===== config.mk =====
export PLATFORM = sky130hd
export DESIGN_NAME = vpm_ctrl
export DESIGN_NICKNAME = d
export VERILOG_FILES = /design/src/hw/rtl/vpm_pkg.sv /design/src/hw/rtl/vpm_ctrl.sv
export SDC_FILE = /design/constraint.sdc
export NUM_CORES = 1
export LEC_CHECK = 0
export ABC_CLOCK_PERIOD_IN_PS = 1500
export BUFFER_PORTS_ARGS = -buffer_cell sky130_fd_sc_hd__buf_4
export CORE_ASPECT_RATIO = 1.4
export CORE_MARGIN = 3
export CORE_UTILIZATION = 34
export CTS_CLUSTER_DIAMETER = 120
export DETAILED_ROUTE_END_ITERATION = 7
export RECOVER_POWER = 25
export SLEW_MARGIN = 20
export SYNTH_ARGS = -nofsm -noshare
export SYNTH_HDL_FRONTEND = slang
export SYNTH_SLANG_ARGS = --single-unit

===== constraint.sdc =====
create_clock -name clk_i -period 1.5 [get_ports clk_i]
set_input_delay 0.3 -clock clk_i [delete_from_list [all_inputs] [get_ports clk_i]]
set_output_delay 0.3 -clock clk_i [all_outputs]
set_load 0.005 [all_outputs]

===== src/hw/rtl/vpm_pkg.sv =====
// ----------------------------------------------------------------------------
// vpm_pkg: shared types and constants of the video page mapper
// Operation codes, controller states, and the command and status bundles
// that join the controller with the datapath.
// ----------------------------------------------------------------------------
`default_nettype none

package vpm_pkg;

  localparam int unsigned VideoPages = 64;
  localparam int unsigned PageBytes  = 256;
  localparam int unsigned PageW      = 6;
  localparam int unsigned KW         = 5;

  localparam logic [PageW-1:0] PalettePage  = 6'h3F;
  localparam logic [7:0]       PalAddrMask  = 8'h1F;
  localparam logic [7:0]       PalDataMask  = 8'h3F;
  localparam logic [7:0]       MirrorMask   = 8'hEF;
  localparam logic [7:0]       MirrorEntry  = 8'h10;
  localparam logic [7:0]       MirrorBase   = 8'h00;
  localparam logic [2:0]       MapSizeCount = 3'd5;

  typedef enum logic [1:0] {
    OP_READ  = 2'd0,
    OP_WRITE = 2'd1,
    OP_MAP   = 2'd2,
    OP_GHOST = 2'd3
  } vpm_op_e;

  typedef enum logic [3:0] {
    ST_IDLE,
    ST_DISP,
    ST_RD_MEM,
    ST_WR_MEM,
    ST_WR_MIR,
    ST_MAP_RED,
    ST_MAP_WR,
    ST_MAP_GRD,
    ST_MAP_GWR,
    ST_GH_WR,
    ST_DONE
  } vpm_state_e;

  typedef struct packed {
    logic load;
    logic k_inc;
    logic k_grp;
    logic ph_sub;
    logic ph_inc;
    logic tab_rd;
    logic map_wr;
    logic ghost_copy;
    logic set_ghost;
    logic mem_rd;
    logic mem_wr;
    logic mirror_hi;
    logic out_load;
  } vpm_cmd_t;

  typedef struct packed {
    vpm_op_e op;
    logic    size_ok;
    logic    ghost_en;
    logic    page_valid;
    logic    mirror;
    logic    ph_ge;
    logic    grp_end;
    logic    last;
    logic    link_hit;
    logic    out_free;
  } vpm_sts_t;

endpackage

`default_nettype wire


===== src/hw/rtl/vpm_ctrl.sv =====
// ----------------------------------------------------------------------------
// vpm_ctrl: operation sequencer
// Steps each item through table lookup, backing memory access, the map
// walk with its ghost pass, the set-ghost write, and result hand-off.
// ----------------------------------------------------------------------------
`default_nettype none

module vpm_ctrl (
  input  logic               clk_i,
  input  logic               rst_ni,
  input  logic               in_valid_i,
  output logic               in_ready_o,
  input  vpm_pkg::vpm_sts_t  sts_i,
  output vpm_pkg::vpm_cmd_t  cmd_o
);

  vpm_pkg::vpm_state_e state_q, state_d;

  always_ff @(posedge clk_i or negedge rst_ni) begin
    if (!rst_ni) begin
      state_q <= vpm_pkg::ST_IDLE;
    end else begin
      state_q <= state_d;
    end
  end

  assign in_ready_o = (state_q == vpm_pkg::ST_IDLE);

  always_comb begin
    state_d = state_q;
    case (state_q)
      vpm_pkg::ST_IDLE: begin
        if (in_valid_i) state_d = vpm_pkg::ST_DISP;
      end
      vpm_pkg::ST_DISP: begin
        case (sts_i.op)
          vpm_pkg::OP_READ:  state_d = sts_i.page_valid ? vpm_pkg::ST_RD_MEM
                                                        : vpm_pkg::ST_DONE;
          vpm_pkg::OP_WRITE: state_d = sts_i.page_valid ? vpm_pkg::ST_WR_MEM
                                                        : vpm_pkg::ST_DONE;
          vpm_pkg::OP_MAP:   state_d = sts_i.size_ok ? vpm_pkg::ST_MAP_RED
                                                     : vpm_pkg::ST_DONE;
          vpm_pkg::OP_GHOST: state_d = sts_i.ghost_en ? vpm_pkg::ST_GH_WR
                                                      : vpm_pkg::ST_DONE;
          default:           state_d = vpm_pkg::ST_DONE;
        endcase
      end
      vpm_pkg::ST_RD_MEM: state_d = vpm_pkg::ST_DONE;
      vpm_pkg::ST_WR_MEM: state_d = sts_i.mirror ? vpm_pkg::ST_WR_MIR : vpm_pkg::ST_DONE;
      vpm_pkg::ST_WR_MIR: state_d = vpm_pkg::ST_DONE;
      vpm_pkg::ST_MAP_RED: begin
        if (!sts_i.ph_ge) state_d = vpm_pkg::ST_MAP_WR;
      end
      vpm_pkg::ST_MAP_WR: begin
        if (sts_i.grp_end) state_d = vpm_pkg::ST_MAP_GRD;
      end
      vpm_pkg::ST_MAP_GRD, vpm_pkg::ST_MAP_GWR: begin
        if (state_q == vpm_pkg::ST_MAP_GRD && sts_i.link_hit) begin
          state_d = vpm_pkg::ST_MAP_GWR;
        end else if (sts_i.grp_end) begin
          state_d = sts_i.last ? vpm_pkg::ST_DONE : vpm_pkg::ST_MAP_WR;
        end else begin
          state_d = vpm_pkg::ST_MAP_GRD;
        end
      end
      vpm_pkg::ST_GH_WR: state_d = vpm_pkg::ST_DONE;
      vpm_pkg::ST_DONE: begin
        if (sts_i.out_free) state_d = vpm_pkg::ST_IDLE;
      end
      default: state_d = vpm_pkg::ST_IDLE;
    endcase
  end

  always_comb begin
    cmd_o = '0;
    case (state_q)
      vpm_pkg::ST_IDLE: cmd_o.load = in_valid_i;
      vpm_pkg::ST_DISP: begin
        case (sts_i.op)
          vpm_pkg::OP_READ, vpm_pkg::OP_WRITE: cmd_o.tab_rd = sts_i.page_valid;
          vpm_pkg::OP_GHOST:                   cmd_o.tab_rd = sts_i.ghost_en;
          default:                             cmd_o.tab_rd = 1'b0;
        endcase
      end
      vpm_pkg::ST_RD_MEM: cmd_o.mem_rd = 1'b1;
      vpm_pkg::ST_WR_MEM: cmd_o.mem_wr = 1'b1;
      vpm_pkg::ST_WR_MIR: begin
        cmd_o.mem_wr    = 1'b1;
        cmd_o.mirror_hi = 1'b1;
      end
      vpm_pkg::ST_MAP_RED: cmd_o.ph_sub = sts_i.ph_ge;
      vpm_pkg::ST_MAP_WR: begin
        cmd_o.map_wr = 1'b1;
        cmd_o.ph_inc = 1'b1;
        cmd_o.k_grp  = sts_i.grp_end;
        cmd_o.k_inc  = !sts_i.grp_end;
      end
      vpm_pkg::ST_MAP_GRD, vpm_pkg::ST_MAP_GWR: begin
        if (state_q == vpm_pkg::ST_MAP_GRD && sts_i.link_hit) begin
          cmd_o.tab_rd = 1'b1;
        end else begin
          cmd_o.ghost_copy = (state_q == vpm_pkg::ST_MAP_GWR);
          cmd_o.k_inc      = !(sts_i.grp_end && sts_i.last);
        end
      end
      vpm_pkg::ST_GH_WR: cmd_o.set_ghost = 1'b1;
      vpm_pkg::ST_DONE:  cmd_o.out_load  = sts_i.out_free;
      default:           cmd_o = '0;
    endcase
  end

endmodule

`default_nettype wire


# Word level (Yosys, flattened, before mapping)
# Cells that the tools add are included.
[op_classes]
eq_ne = 17
muxes = 30
reduce_logical = 11
[ops]
columns = ["cell", "count"]
rows = [
  ["$mux 4", 11],
  ["$pmux 4 s8", 1],
  ["$eq 4x3->1 const B", 4],
  ["$pmux 4 s4", 1],
  ["$mux 1", 13],
  ["$eq 4x4->1 const B", 3],
  ["$eq 4x2->1 const B", 2],
  ["$ne 2x2->1 const B", 4],
  ["$pmux 1 s2", 3],
  ["$reduce_or 2->1", 3],
  ["$eq 2x2->1 const B", 2],
  ["$eq 4x1->1 const B", 1],
  ["$logic_not 4->1", 1],
  ["$reduce_and 4->1", 1],
  ["$reduce_or 3->1", 1],
  ["$eq 2x1->1 const B", 1],
  ["$logic_and 1x1->1", 2],
  ["$logic_not 1->1", 2],
  ["$logic_not 2->1", 1],
  ["$mux 2", 1],
]
[totals]
ff_bits = 4
output_inout_bits = 14
wordCells = 59

# Logic depth before layout (Yosys ltp)
[logic_depth]
word_depth = 4
depth_mapped = 6
mapped_depth_nobuf = 4

# Worst setup path before layout
# OpenSTA, ideal clock, no wires.
[synth_path]
path_kind = "reg-to-output"
from = "register state_q[2]"
to = "output port cmd_o[11] (netlist name)"
t_arrival_ns = 1.279
setup_slack_ns = -0.079
stages_incl_launch_ff = 5
path_cell_list = "dfrtp_1 -> or4b_4 -> o21ai_2 -> nand2b_1 -> a21oi_1"
[synth_lines]
columns = ["item", "line_no", "source"]
rows = [
  ["start, declared", "vpm_ctrl.sv:17", "vpm_pkg::vpm_state_e state_q, state_d;"],
  ["start signal, assigned", "vpm_ctrl.sv:21", "state_q <= vpm_pkg::ST_IDLE;"],
  ["start signal, assigned", "vpm_ctrl.sv:23", "state_q <= state_d;"],
  ["end, declared", "vpm_ctrl.sv:14", "output vpm_pkg::vpm_cmd_t cmd_o"],
]

==> impl_metrics.py <==
metrics = {
    "clock_tree": {
        "root_buffer": "clkbuf_4",
        "cts_tree": "built",
        "clk-insertion-delay-late_ps": 230,
        "htreeDepth": 1,
        "clock-sinks": 4,
        "path_clk_slew_ps": 30,
        "clockBufferDepth": 2,
        "cts_buffers": 3,
    },
    "critical_path": {
        "cp.arrival_ps": 1580,
        "crit_required_ps": 1200,
        "worst-setup-path-type": "flop to output port",
        "cp_slowest_cell": "or4b_4",
        "cpPeakStageDelay_ps": 570,
        "startpoint_type": "flop",
        "crit_fanout": 3,
        "crit_chain": "or4b_4, o21ai_4, nand2b_1, a21oi_2, buf_4",
        "critPathCaptureType": "output port",
    },
    "timing": {
        "min_period_ps": 1884,
        "fmaxAchievable_mhz": 530.8,
        "rsz0062_at_grt": "true",
        "setup_viol": 17,
        "slew_violations": 0,
        "slew-limit-headroom": 0.6628,
        "hold_viol_final": 0,
        "hold_ws_ps": 414.2,
        "skew_ps": 3.040,
        "tightest_slew_ps": 498.9,
        "fin_crit_sh": 1.256,
        "fin_ws_ps": -384.0,
    },
    "yosys": {
        "synth_top_area_share": 0.1575,
        "ys_types": 40,
        "synth_nets": 100,
        "ys_seq_elements": 4,
        "yosys_warnings": 0,
        "synth.largest_area_cell": "dfrtp_1",
        "synthTopCellsByArea": "dfrtp_1 16%, nand2b_1 4.9%, buf_4 4.7%, nor2_1 4.7%, nor2b_1 3.9%",
        "syn_avg_cell_area_sq_um": 7.391,
        "synth_area_sq_um": 635.6,
        "synth.yosys.seq_area_share": 0.1575,
        "syn_inst": 86,
    },
    "global_route": {
        "grt_max_degree": 22,
        "antenna_found_initial": 0,
        "grtUsageTotal": 0.1996,
        "grt_pass1_wl_microns": 3857,
        "overflow": 0,
        "grt_pass1_vias": 860,
    },
    "cells_and_area": {
        "nets": 156,
        "final_core_util": 0.7609,
        "final_common_cell": "buf_4",
        "largest_register": "state_q",
        "drive_above_1_share": 0.5857,
        "multiInputGateArea_sq_um": 576.8,
        "num-fill-cells": 121,
        "syn_to_final_growth_pct": 98.62,
        "antenna_cells": 0,
        "register_area_sq_um": 100.1,
        "largest_reg_flops": 4,
        "reg.largest.list": "state_q: 4 flops",
        "fin_cells": 159,
        "design_area_sq_um": 1262,
        "final_cell_mix": "37 x buf_4, 17 x buf_6, 6 x nor2_1",
    },
    "die": {
        "design.core.area_sq_um": 1659,
        "die_x_microns": 42.54,
        "num_io_pins": 28,
        "die_area_sq_um": 2431,
        "fp-row-count": 17,
        "start_util": 0.3831,
        "die_h_microns": 57.16,
    },
    "placed_design": {
        "port_buffers": 27,
        "place_ws_ps": -119.1,
        "dpl_cell_area_sq_um": 973.4,
        "hpwlAfterDp_microns": 1638,
        "dp_cells": 143,
        "routabilityCongestion": 0.8855,
    },
    "detailed_routing": {
        "drtIter0Drc": 20,
        "first_pass_iters": 4,
        "wl_microns": 2572,
        "ant_nets": 0,
        "detail_route.wl_per_cell_microns": 16.18,
        "drc": 0,
        "vias_per_cell": 5.642,
        "dr_total_vias": 897,
    },
    "run_status": {
        "status": "finished, violations left",
        "violations": "setup timing",
    },
    "power_and_ir_drop": {
        "p_per_area_nw_per_um2": 1779,
        "power.leakage_nw": 0.5828,
        "ir_drop_mv": 1.067,
    },
    "worst_hold_path": {
        "hold_path_class": "input pin to flop",
    },
    "job": {
        "drv_cap": 0,
    },
}
## layout make-up
type	instances	area share
timing repair buffer	59	0.4182
inverter	3	0.008920
multi-input combinational	71	0.4569
sequential	4	0.07929
clock buffer	3	0.01784
tap	19	0.01883
## where the power goes
| part | switching [mW] | internal (mW) |
|---|---|---|
| clock network | 0.0380 | 0.0890 |
| logic | 0.880 | 1.04 |
| registers | 0.0361 | 0.159 |
## synth_stat cells (all sizes together)
library cell / count
nor3: 3
nand2: 5
nor4: 1
a41oi: 1
nor2b: 4
or4b: 1
nor4bb: 1
nand4b: 1
nor4b: 3
and3b: 2
and2: 2
o21a: 1
and3: 1
a31o: 1
inv: 3
a21boi: 3
a21oi: 4
mux2i: 1
nor3b: 2
nor2: 8
o21ai: 6
nand3: 1
a221o: 1
clkbuf: 1
nand3b: 1
o31ai: 1
o2bb2ai: 2
dfrtp: 4
a31oi: 3
a32oi: 1
o211a: 1
a22oi: 1
nand2b: 5
o211ai: 3
buf: 7
## worst max-delay path, delay by kind of cell (launching register included)
kind	cells	cell delay [ps]
buf+inv	1	110
compound gates	2	200
flops	1	390
simple gates	2	650
## worst paths after layout
check	from	end	slack (ps)	cells past startpoint
worst max-delay path	state_q[2]	cmd_o[11]	-380	5
worst min-delay path	sts_i[2]	state_q[2]	410	4
worst max register to register	state_q[2]	state_q[1]	-300	7
worst min register to register	state_q[1]	state_q[3]	750	3
max in group asynchronous	rst_ni	state_q[1]	890	2
min in group asynchronous	rst_ni	state_q[0]	430	2
## cells by family (layout without fill, tap and decap cells)
kind of cell,count (synthesis),in the layout,share of synthesized area
AND/OR/NAND/NOR,41,41,0.4016
buffers and inverters,11,65,0.1043
flip-flops,4,4,0.1575
AO/OA/AOI/OAI,29,29,0.3209
multiplexers,1,1,0.01575
## through the flow
| stage | TNS (ps) | power, mW |
|---|---|---|
| after floorplan | -46.33 | 0.9825 |
| after global placement | -214.9 | 1.543 |
| after detailed placement | -244.7 | 1.557 |
| after CTS | -2205 | 2.000 |
| after global routing | -4948 | 2.401 |
| final | -3826 | 2.246 |
## what timing repair did
item	4_1_cts	5_1_grt
pin swaps	6	8
gates cloned	0	0
hold buffers	1	0
setup buffers	9	6
gates resized for setup	22	23
hold endpoints to repair	4	0
endpoints found under the setup margin	15	18
## per-layer routing
metal	vias up	wire, microns	track usage
met2	27	1335	0.3551
met5	-	0	0
met4	0	21	0.09333
met3	2	95	0.006309
met1	436	1118	0.2429
li1	432	-	-
(Power assumes the default switching activity.)
